**src/design/assert_macros.svh**
```systemverilog
// Assertion helpers shared by the RTL.
`ifndef ASSERT_MACROS_SVH
`define ASSERT_MACROS_SVH

`ifndef SYNTH

// Implication checked on every rising clock edge outside reset.
`define ASSERT_IMPL(lbl, clk, rstn, ante, cons, msg) \
  lbl: assert property (@(posedge clk) disable iff (!rstn) (ante) |-> (cons)) \
    else $error(msg);

// Condition in the cycle after a trigger.
`define ASSERT_NEXT(lbl, clk, rstn, ante, cons, msg) \
  lbl: assert property (@(posedge clk) disable iff (!rstn) (ante) |=> (cons)) \
    else $error(msg);

`else

`define ASSERT_IMPL(lbl, clk, rstn, ante, cons, msg)
`define ASSERT_NEXT(lbl, clk, rstn, ante, cons, msg)

`endif

`endif

```
**src/design/ps2hl_pkg.sv**
```systemverilog
package ps2hl_pkg;

  typedef enum logic [1:0] {
    ACT_EDGE    = 2'd0,
    ACT_TIMEOUT = 2'd1,
    ACT_QUEUE   = 2'd2,
    ACT_TAKE    = 2'd3
  } action_e;

  typedef enum logic [3:0] {
    PH_IDLE          = 4'd0,
    PH_PREP_START    = 4'd1,
    PH_GET_BIT       = 4'd2,
    PH_GET_PARITY    = 4'd3,
    PH_GET_STOP      = 4'd4,
    PH_HOLDOFF       = 4'd5,
    PH_PREP_BIT      = 4'd6,
    PH_SEND_PARITY   = 4'd7,
    PH_SEND_STOP     = 4'd8,
    PH_WAIT_RESPONSE = 4'd9
  } phase_e;

  typedef enum logic [1:0] {
    EDGE_NONE = 2'd0,
    EDGE_FALL = 2'd1,
    EDGE_RISE = 2'd2
  } edge_e;

  typedef enum logic [1:0] {
    TMR_LEAVE   = 2'd0,
    TMR_RESTART = 2'd1,
    TMR_STOP    = 2'd2
  } timer_e;

  localparam int unsigned FrameBits = 8;

  typedef struct packed {
    logic       push;
    logic       pop;
    logic [7:0] wdata;
  } ring_cmd_t;

  typedef struct packed {
    logic       full;
    logic       nonempty;
    logic       nonempty_next;
    logic [7:0] rd_data;
  } ring_stat_t;

  typedef struct packed {
    logic       drive_clk_low;
    logic       drive_data_low;
    edge_e      edge_wanted;
    timer_e     timer_cmd;
    logic [7:0] rx_byte;
    logic       rx_valid;
    logic       rx_overflow;
    logic       tx_accepted;
    logic       rx_available;
    logic       link_idle;
  } result_t;

endpackage

```
**src/design/ps2hl_ring.sv**
```systemverilog
// One-slot-empty circular byte buffer. Head = last written slot, tail = last
// read slot. The slot after the tail is prefetched into a register each cycle.
module ps2hl_ring
  import ps2hl_pkg::*;
#(
  parameter int unsigned AW = 4
) (
  input  logic       clk_i,
  input  logic       rst_ni,
  input  ring_cmd_t  cmd_i,
  output ring_stat_t stat_o
);

  localparam int unsigned Depth = 1 << AW;

  logic [7:0]    mem [Depth];
  logic [AW-1:0] head_q, head_d, tail_q, tail_d;
  logic [AW-1:0] wr_addr, rd_addr;
  logic [7:0]    rd_q;

  assign wr_addr = head_q + AW'(1);
  assign head_d  = cmd_i.push ? wr_addr : head_q;
  assign tail_d  = cmd_i.pop ? (tail_q + AW'(1)) : tail_q;
  assign rd_addr = tail_d + AW'(1);

  always_ff @(posedge clk_i or negedge rst_ni) begin
    if (!rst_ni) begin
      head_q <= '0;
      tail_q <= '0;
    end else begin
      head_q <= head_d;
      tail_q <= tail_d;
    end
  end

  always_ff @(posedge clk_i) begin
    if (cmd_i.push) begin
      mem[wr_addr] <= cmd_i.wdata;
    end
  end

  // write-first forward when the slot being written is the next one to read
  always_ff @(posedge clk_i) begin
    if (cmd_i.push && (wr_addr == rd_addr)) begin
      rd_q <= cmd_i.wdata;
    end else begin
      rd_q <= mem[rd_addr];
    end
  end

  assign stat_o.full          = (wr_addr == tail_q);
  assign stat_o.nonempty      = (head_q != tail_q);
  assign stat_o.nonempty_next = (head_d != tail_d);
  assign stat_o.rd_data       = rd_q;

endmodule

```
**src/design/ps2hl_core.sv**
```systemverilog
// Link phase sequencer: one event per step, state advances on step_i.
module ps2hl_core
  import ps2hl_pkg::*;
(
  input  logic       clk_i,
  input  logic       rst_ni,
  input  logic       step_i,
  input  action_e    action_i,
  input  logic       data_level_i,
  input  logic       clk_level_i,
  input  logic [7:0] send_byte_i,
  input  ring_stat_t rx_stat_i,
  input  ring_stat_t tx_stat_i,
  output ring_cmd_t  rx_cmd_o,
  output ring_cmd_t  tx_cmd_o,
  output result_t    result_o
);

  phase_e     phase_q, phase_d;
  logic [7:0] shift_q, shift_d;
  logic [3:0] bits_q, bits_d;
  logic       par_q, par_d;
  edge_e      edge_q, edge_d;
  logic       drv_clk_q, drv_clk_d;
  logic       drv_data_q, drv_data_d;

  timer_e     tmr;
  logic       ovf, acc, rv;
  logic [7:0] rb;
  logic       rx_push, rx_pop, tx_push, tx_pop;

  always_ff @(posedge clk_i or negedge rst_ni) begin
    if (!rst_ni) begin
      phase_q    <= PH_IDLE;
      shift_q    <= '0;
      bits_q     <= '0;
      par_q      <= 1'b0;
      edge_q     <= EDGE_FALL;
      drv_clk_q  <= 1'b0;
      drv_data_q <= 1'b0;
    end else if (step_i) begin
      phase_q    <= phase_d;
      shift_q    <= shift_d;
      bits_q     <= bits_d;
      par_q      <= par_d;
      edge_q     <= edge_d;
      drv_clk_q  <= drv_clk_d;
      drv_data_q <= drv_data_d;
    end
  end

  always_comb begin
    phase_d    = phase_q;
    shift_d    = shift_q;
    bits_d     = bits_q;
    par_d      = par_q;
    edge_d     = edge_q;
    drv_clk_d  = drv_clk_q;
    drv_data_d = drv_data_q;
    tmr        = TMR_LEAVE;
    ovf        = 1'b0;
    acc        = 1'b0;
    rv         = 1'b0;
    rb         = '0;
    rx_push    = 1'b0;
    rx_pop     = 1'b0;
    tx_push    = 1'b0;
    tx_pop     = 1'b0;

    unique case (action_i)
      ACT_EDGE: begin
        unique case (phase_q)
          PH_IDLE, PH_WAIT_RESPONSE: begin
            phase_d = PH_GET_BIT;
            shift_d = '0;
            bits_d  = '0;
            par_d   = 1'b0;
            tmr     = TMR_RESTART;
          end
          PH_GET_BIT: begin
            tmr     = TMR_RESTART;
            shift_d = {data_level_i, shift_q[7:1]};
            par_d   = par_q ^ data_level_i;
            bits_d  = bits_q + 4'd1;
            if (bits_d == 4'(FrameBits)) begin
              phase_d = PH_GET_PARITY;
            end
          end
          PH_GET_PARITY: begin
            tmr     = TMR_RESTART;
            phase_d = PH_GET_STOP;
          end
          PH_GET_STOP: begin
            tmr = TMR_STOP;
            if (rx_stat_i.full) begin
              ovf = 1'b1;
            end else begin
              rx_push = 1'b1;
            end
            phase_d = PH_HOLDOFF;
            edge_d  = EDGE_RISE;
          end
          PH_HOLDOFF: begin
            if (tx_stat_i.nonempty) begin
              phase_d   = PH_PREP_START;
              edge_d    = EDGE_NONE;
              drv_clk_d = 1'b1;
              tmr       = TMR_RESTART;
            end else begin
              phase_d = PH_IDLE;
              edge_d  = EDGE_FALL;
            end
          end
          PH_PREP_BIT: begin
            if (bits_q >= 4'(FrameBits)) begin
              // odd parity: line low when the data ones are already odd
              drv_data_d = par_q;
              phase_d    = PH_SEND_PARITY;
            end else begin
              drv_data_d = ~shift_q[0];
              par_d      = par_q ^ shift_q[0];
              shift_d    = {1'b0, shift_q[7:1]};
              bits_d     = bits_q + 4'd1;
            end
          end
          PH_SEND_PARITY: begin
            drv_data_d = 1'b0;
            phase_d    = PH_SEND_STOP;
          end
          PH_SEND_STOP: begin
            if (!data_level_i) begin
              tx_pop  = 1'b1;
              phase_d = PH_WAIT_RESPONSE;
              edge_d  = EDGE_FALL;
            end
          end
          default: begin
          end
        endcase
      end
      ACT_TIMEOUT: begin
        tmr = TMR_STOP;
        unique case (phase_q)
          PH_GET_BIT, PH_GET_PARITY, PH_GET_STOP: begin
            if (tx_stat_i.nonempty) begin
              phase_d   = PH_PREP_START;
              edge_d    = EDGE_NONE;
              drv_clk_d = 1'b1;
              tmr       = TMR_RESTART;
            end else begin
              phase_d = PH_IDLE;
              edge_d  = EDGE_FALL;
            end
          end
          PH_PREP_START: begin
            drv_clk_d = 1'b0;
            edge_d    = EDGE_FALL;
            bits_d    = '0;
            par_d     = 1'b0;
            if (!clk_level_i) begin
              // device holds the clock: give up the line and receive
              drv_data_d = 1'b0;
              phase_d    = PH_GET_BIT;
              shift_d    = '0;
            end else begin
              drv_data_d = 1'b1;
              phase_d    = PH_PREP_BIT;
              shift_d    = tx_stat_i.rd_data;
            end
          end
          default: begin
          end
        endcase
      end
      ACT_QUEUE: begin
        if (!tx_stat_i.full) begin
          tx_push = 1'b1;
          acc     = 1'b1;
          if (phase_q == PH_IDLE) begin
            phase_d   = PH_PREP_START;
            edge_d    = EDGE_NONE;
            drv_clk_d = 1'b1;
            tmr       = TMR_RESTART;
          end
        end
      end
      ACT_TAKE: begin
        if (rx_stat_i.nonempty) begin
          rx_pop = 1'b1;
          rb     = rx_stat_i.rd_data;
          rv     = 1'b1;
        end
      end
      default: begin
      end
    endcase
  end

  assign rx_cmd_o.push  = rx_push & step_i;
  assign rx_cmd_o.pop   = rx_pop & step_i;
  assign rx_cmd_o.wdata = shift_q;
  assign tx_cmd_o.push  = tx_push & step_i;
  assign tx_cmd_o.pop   = tx_pop & step_i;
  assign tx_cmd_o.wdata = send_byte_i;

  assign result_o.drive_clk_low  = drv_clk_d;
  assign result_o.drive_data_low = drv_data_d;
  assign result_o.edge_wanted    = edge_d;
  assign result_o.timer_cmd      = tmr;
  assign result_o.rx_byte        = rb;
  assign result_o.rx_valid       = rv;
  assign result_o.rx_overflow    = ovf;
  assign result_o.tx_accepted    = acc;
  assign result_o.rx_available   = rx_stat_i.nonempty_next;
  assign result_o.link_idle      = (phase_d == PH_IDLE);

endmodule

```
**src/design/ps2_host_link_controller_unit.sv**
```systemverilog
// PS/2 host link controller.
// Input channel (in_valid_i/in_ready_o) carries one event per transaction:
// a clock edge of the wanted polarity, a 100 us timer expiry, a byte to queue
// for sending, or a request to take a received byte. The output channel
// (out_valid_o/out_ready_i) returns exactly one result per event: line
// drives, the edge to report next, a timer command and ring status.
// An accepted event waits in the input register and goes through the sequencer
// logic into the result register when the output is free. Throughput: one event
// per cycle while the output is not stalled, set by the single input register
// -> sequencer logic -> result register pass; ring reads come from a per-cycle
// prefetch of the slot after each tail. Reset: phase idle, falling edge wanted,
// both lines released, both rings empty. No clearing pass; ring storage is never read before it is written.
// When the receiver stalls, the result register holds; the input register
// still takes one more event and then ready drops until the result drains.
`include "assert_macros.svh"

module ps2_host_link_controller_unit
  import ps2hl_pkg::*;
#(
  parameter int unsigned RX_DEPTH_LOG2 = 4,
  parameter int unsigned TX_DEPTH_LOG2 = 4
) (
  input  logic       clk_i,
  input  logic       rst_ni,
  input  logic       in_valid_i,
  output logic       in_ready_o,
  input  logic [1:0] action_i,
  input  logic       data_level_i,
  input  logic       clk_level_i,
  input  logic [7:0] send_byte_i,
  output logic       out_valid_o,
  input  logic       out_ready_i,
  output logic       drive_clk_low_o,
  output logic       drive_data_low_o,
  output logic [1:0] edge_wanted_o,
  output logic [1:0] timer_cmd_o,
  output logic [7:0] rx_byte_o,
  output logic       rx_valid_o,
  output logic       rx_overflow_o,
  output logic       tx_accepted_o,
  output logic       rx_available_o,
  output logic       link_idle_o
);

  // input register
  logic       in_vld_q;
  action_e    act_q;
  logic       data_q, clkl_q;
  logic [7:0] sbyte_q;

  // result register
  logic       out_vld_q;
  result_t    res_q, res_d;

  logic       step;
  ring_cmd_t  rx_cmd, tx_cmd;
  ring_stat_t rx_stat, tx_stat;

  // an event advances when the result register is empty or draining
  assign step       = in_vld_q && (!out_vld_q || out_ready_i);
  assign in_ready_o = !in_vld_q || step;

  always_ff @(posedge clk_i or negedge rst_ni) begin
    if (!rst_ni) begin
      in_vld_q  <= 1'b0;
      out_vld_q <= 1'b0;
    end else begin
      if (in_ready_o) begin
        in_vld_q <= in_valid_i;
      end
      if (step) begin
        out_vld_q <= 1'b1;
      end else if (out_ready_i) begin
        out_vld_q <= 1'b0;
      end
    end
  end

  always_ff @(posedge clk_i) begin
    if (in_ready_o && in_valid_i) begin
      act_q   <= action_e'(action_i);
      data_q  <= data_level_i;
      clkl_q  <= clk_level_i;
      sbyte_q <= send_byte_i;
    end
    if (step) begin
      res_q <= res_d;
    end
  end

  ps2hl_ring #(
    .AW(RX_DEPTH_LOG2)
  ) u_rx_ring (
    .clk_i (clk_i),
    .rst_ni(rst_ni),
    .cmd_i (rx_cmd),
    .stat_o(rx_stat)
  );

  ps2hl_ring #(
    .AW(TX_DEPTH_LOG2)
  ) u_tx_ring (
    .clk_i (clk_i),
    .rst_ni(rst_ni),
    .cmd_i (tx_cmd),
    .stat_o(tx_stat)
  );

  ps2hl_core u_core (
    .clk_i       (clk_i),
    .rst_ni      (rst_ni),
    .step_i      (step),
    .action_i    (act_q),
    .data_level_i(data_q),
    .clk_level_i (clkl_q),
    .send_byte_i (sbyte_q),
    .rx_stat_i   (rx_stat),
    .tx_stat_i   (tx_stat),
    .rx_cmd_o    (rx_cmd),
    .tx_cmd_o    (tx_cmd),
    .result_o    (res_d)
  );

  assign out_valid_o      = out_vld_q;
  assign drive_clk_low_o  = res_q.drive_clk_low;
  assign drive_data_low_o = res_q.drive_data_low;
  assign edge_wanted_o    = res_q.edge_wanted;
  assign timer_cmd_o      = res_q.timer_cmd;
  assign rx_byte_o        = res_q.rx_byte;
  assign rx_valid_o       = res_q.rx_valid;
  assign rx_overflow_o    = res_q.rx_overflow;
  assign tx_accepted_o    = res_q.tx_accepted;
  assign rx_available_o   = res_q.rx_available;
  assign link_idle_o      = res_q.link_idle;

  // a stepped event always lands in the result register
  `ASSERT_NEXT(a_step_fills_out, clk_i, rst_ni, step, out_vld_q, "step lost result")
  // while the host holds CLK low no edge is watched
  `ASSERT_IMPL(a_clk_hold_no_edge, clk_i, rst_ni, out_vld_q && res_q.drive_clk_low,
               res_q.edge_wanted == EDGE_NONE, "edge wanted while clock held")
  // a dropped byte means the receive ring is full, so it is not empty
  `ASSERT_IMPL(a_ovf_avail, clk_i, rst_ni, out_vld_q && res_q.rx_overflow,
               res_q.rx_available, "overflow with empty receive ring")
  // a take is never reported by the same result as a queue or an overflow
  `ASSERT_IMPL(a_excl_flags, clk_i, rst_ni, out_vld_q && res_q.rx_valid,
               !res_q.tx_accepted && !res_q.rx_overflow, "mixed result flags")

endmodule

```
**config.mk**
```make
export PLATFORM = sky130hd
export DESIGN_NAME = ps2_host_link_controller_unit
export DESIGN_NICKNAME = d
export VERILOG_FILES = /design/src/design/ps2hl_pkg.sv /design/src/design/ps2hl_ring.sv /design/src/design/ps2hl_core.sv /design/src/design/ps2_host_link_controller_unit.sv
export VERILOG_INCLUDE_DIRS = /design/src /design/src/design
export SDC_FILE = /design/constraint.sdc
export NUM_CORES = 1
export LEC_CHECK = 0
export ABC_AREA = 0
export BUFFER_PORTS_ARGS = -buffer_cell sky130_fd_sc_hd__buf_4
export CAP_MARGIN = 15
export CELL_PAD_IN_SITES_DETAIL_PLACEMENT = 0
export CELL_PAD_IN_SITES_GLOBAL_PLACEMENT = 1
export CORE_MARGIN = 2
export CORE_UTILIZATION = 55
export CTS_BUF_LIST = sky130_fd_sc_hd__clkbuf_2 sky130_fd_sc_hd__clkbuf_4 sky130_fd_sc_hd__clkbuf_8
export DETAILED_ROUTE_END_ITERATION = 7
export HOLD_SLACK_MARGIN = 0.02
export PLACE_DENSITY_LB_ADDON = 0.1
export SYNTH_ARGS = -nofsm -noshare
export SYNTH_HDL_FRONTEND = slang
export SYNTH_SLANG_ARGS = --single-unit
```
**constraint.sdc**
```tcl
create_clock -name clk_i -period 3.25 [get_ports clk_i]
set_input_delay 0.325 -clock clk_i [delete_from_list [all_inputs] [get_ports clk_i]]
set_output_delay 0.325 -clock clk_i [all_outputs]
set_load 0.01 [all_outputs]
```
==> results.yml <==
placed_design:
  dp_slack_ps: 446.2
  io_buffers: 36
  post-place-cells: 1182
  hpwl_microns: 19140
  gpl.final_weighted_congestion: 0.8346
synth:
  syn_inst: 820
  netlist_area_sq_mm: 0.01404
  synth_edf_count: 287
  ys_warn_count: 0
  syn_nets: 852
  synth_seq_cells: 334
  ys_seq_area_share_pct: 69.48
  synth.avg_cell_area_sq_um: 17.12
  synth_flop_cell: "edfxtp_1"
  async_flop_share_pct: 11.68
  synth_cell_types: 70
sta:
  fin_skew_ps: 28.98
  finalCritPeriodShare_pct: 86.12
  maxSlewHeadroom_pct: 51.86
  setup_ws_ps: 451.2
  final-hold-violation-count: 0
  rsz0062_at_grt: "no"
  setup_viol: 0
  worstMarginPinSlew_ps: 714.5
  finalSetupTns_ps: 0
  final_max_slew_viol_count: 0
  max_freq_mhz: 357.3
  period_minus_slack_ps: 2799
detailed_routing:
  post_drt_wl_per_cell_microns: 22.17
  postRouteAntennaNets: 0
  drc: 0
  dr.first_iter.drc_count: 693
  vias_per_cell: 5.815
  dr_total_vias: 7524
  firstDrtPassIters: 5
  routed_wl_microns: 28690
final_layout:
  syn_to_final_growth_pct: 15.12
  layout_commonest_cell: "edfxtp_1"
  diodes: 0
  fin_cells: 1294
  nNetsFinal: 953
  drive_gt1_share_pct: 26.14
  final_cell_mix: "edfxtp_1 (287), mux4_2 (73), buf_4 (73)"
setup_path:
  path_class: "register to register"
  crit_slowest_cell: "and3_1"
  timing.critical_path.buf_inv: 1
  crit_cells: 7
  critical_path_arrival_ps: 3000
  cp_data_required_time_ps: 3450
  critPathMaxStageDelay_ps: 490
  cp-start-kind: "register"
  critPathTopFamily: "simple AND/OR/NAND/NOR gates"
  rr_worst_depth: 7
  endpoint_kind: "register"
  cp_cell_sequence: "ha_1 > xnor2_4 > xnor2_1 > o311ai_4 > nor2_1 > buf_4 > and3_1"
  cp_max_fo: 9
grt:
  grt-ovfl-total: 0
  antenna_found_initial: 0
  grt_max_degree: 40
  grt_pass1_vias: 7890
  grt_pass1_wl_microns: 45160
  grt_usage_pct: 22.54
power_and_ir_drop:
  p_leak_nw: 5.636
  power_density_mw_per_mm2: 752.3
  sequentialPowerShare_pct: 48.5
  switchingPower_w: 0.003486
  p_clk_share_pct: 31.8
  switching_share_pct: 28.67
  ir_worst_vdd_v: 0.0003880
  internal_power_w: 0.008675
  combPwrFrac_pct: 19.8
floorplanning:
  initial_core_util_pct: 55.92
  io_pins: 37
  die_w_microns: 163.8
  rows: 58
  die_y_microns: 163.8
  design.die.area_sq_mm: 0.02682
  core_area_sq_mm: 0.02511
clock_network:
  clockRootBuffer: "clkbuf_8"
  h-tree-depth: 2
  cts_tree: "yes"
  clock_latency_ps: 580
  clockBufferDepth: 3
  cts_resized: 0
  cts.sinks: 334
  postCtsSetupBuffers: 0
  numCtsBuffers: 53
  clkTransAtPathRegs_ps: 60
outcome:
  outcome: "finished, final reports clean"
flow_run:
  maxCapViolations: 0
min_path:
  hold_class: "primary input to register"
  hold_path_depth: 3
area by class of cell:
| cell class | count | area, sq um |
|---|---|---|
| sequential | 334 | 9758 |
| fill | 1793 | 8945 |
| multi-input combinational | 427 | 4045 |
| clock buffer | 69 | 880.8 |
| timing repair buffer | 88 | 708.2 |
| tap | 330 | 412.9 |
| clock inverter | 29 | 295.3 |
| inverter | 17 | 63.81 |
Yosys cell counts, types with 3 or more instances:
master | n | share of area [%]
buf_1 | 7 | 0.19
nor4_1 | 3 | 0.13
and3_1 | 19 | 0.85
clkbuf_1 | 22 | 0.59
nor2_1 | 51 | 1.4
nand2_1 | 28 | 0.75
dfrtp_1 | 38 | 6.8
dfxtp_1 | 8 | 1.1
mux2i_1 | 9 | 0.64
mux2_2 | 6 | 0.48
nand2b_1 | 10 | 0.45
nand3b_1 | 3 | 0.16
a31oi_1 | 3 | 0.13
ha_1 | 16 | 1.4
buf_2 | 12 | 0.43
a211oi_1 | 15 | 0.80
xor2_1 | 14 | 0.87
xnor2_1 | 21 | 1.3
o21ai_1 | 8 | 0.29
nor2b_1 | 22 | 0.98
a21oi_1 | 32 | 1.1
inv_1 | 16 | 0.43
edfxtp_1 | 287 | 61
nor3_1 | 12 | 0.43
nor4b_1 | 3 | 0.19
nand3_1 | 13 | 0.46
o21ai_0 | 15 | 0.53
o31ai_1 | 3 | 0.16
mux4_2 | 73 | 12
o41ai_1 | 3 | 0.19
stage by stage:
step / power (W) / instance area (sq um) / hold slack [ps] / utilization, %
global route: 0.01272 / 16160 / 68.55 / 64.38
global placement: 0.008304 / 14850 / 338.6 / 59.13
finish: 0.01216 / 16160 / 80.89 / 64.38
floorplan: 0.007528 / 14040 / 29.41 / -
CTS: 0.01226 / 16160 / 48.72 / 64.38
detailed placement: 0.008378 / 14850 / 348.1 / 59.13
state kept, by name, indices dropped and copies added, names as in the netlist, 2 cells and up, named ones only:
name	count
u_rx_ring.tail_q	4
act_q	2
u_core.phase_q	4
edge_wanted_o	2
u_rx_ring.mem	128
sbyte_q	8
rx_byte_o	8
u_core.edge_q	2
u_core.shift_q	8
u_core.bits_q	4
u_tx_ring.tail_q	4
u_tx_ring.mem	128
u_tx_ring.head_q	4
timer_cmd_o	2
u_rx_ring.head_q	4
power groups by stage:
stage / registers [W] / logic (W) / clock network [W]
after floorplan: 0.00563 / 0.00189 / 0
after global placement: 0.00594 / 0.00236 / 0
after detailed placement: 0.00599 / 0.00239 / 0
after CTS: 0.00590 / 0.00241 / 0.00394
after global routing: 0.00598 / 0.00260 / 0.00413
final: 0.00589 / 0.00240 / 0.00386
cell families after synthesis:
kind of cell	count (synthesis)	synth area share, %
AO/OA/AOI/OAI	102	4.848
XOR/XNOR	39	2.869
adder cells (fa/ha/maj)	16	1.426
buffers and inverters	59	1.711
flip-flops	334	69.48
multiplexers	89	12.91
AND/OR/NAND/NOR	181	6.755
final timing paths:
path                                     start                  end  slack, ps
setup / recovery           u_rx_ring.head_q[0]  u_rx_ring.mem[7][1]        450
hold / removal                     out_ready_i             in_vld_q         80
setup reg to reg           u_rx_ring.head_q[0]  u_rx_ring.mem[7][1]        450
hold reg to reg                   u_core.par_q         u_core.par_q        530
max in group asynchronous               rst_ni     u_core.edge_q[0]       2570
min in group asynchronous               rst_ni  u_tx_ring.head_q[3]        300
per-layer routing:
metal	wire length, microns	GRT usage, %	up-vias	share of wire, %
li1	-	-	3438	-
met1	11710	29.67	3813	41
met2	14870	38.75	222	52
met3	1510	3.788	51	5.3
met4	608	7.097	0	2.1
met5	0	0	-	0
worst register-to-register path: stages, from the launching register on:
cell	delay, ps
dfrtp_1	470
ha_1	340
xnor2_4	200
xnor2_1	350
o311ai_4	190
nor2_1	200
buf_4	180
and3_1	490
timing repair:
| action | in CTS | in global routing |
|---|---|---|
| endpoints found under the setup margin | 0 | 0 |
| hold buffers | 14 | 0 |
| hold endpoints to repair | 51 | 0 |
(Power assumes the default switching activity.)
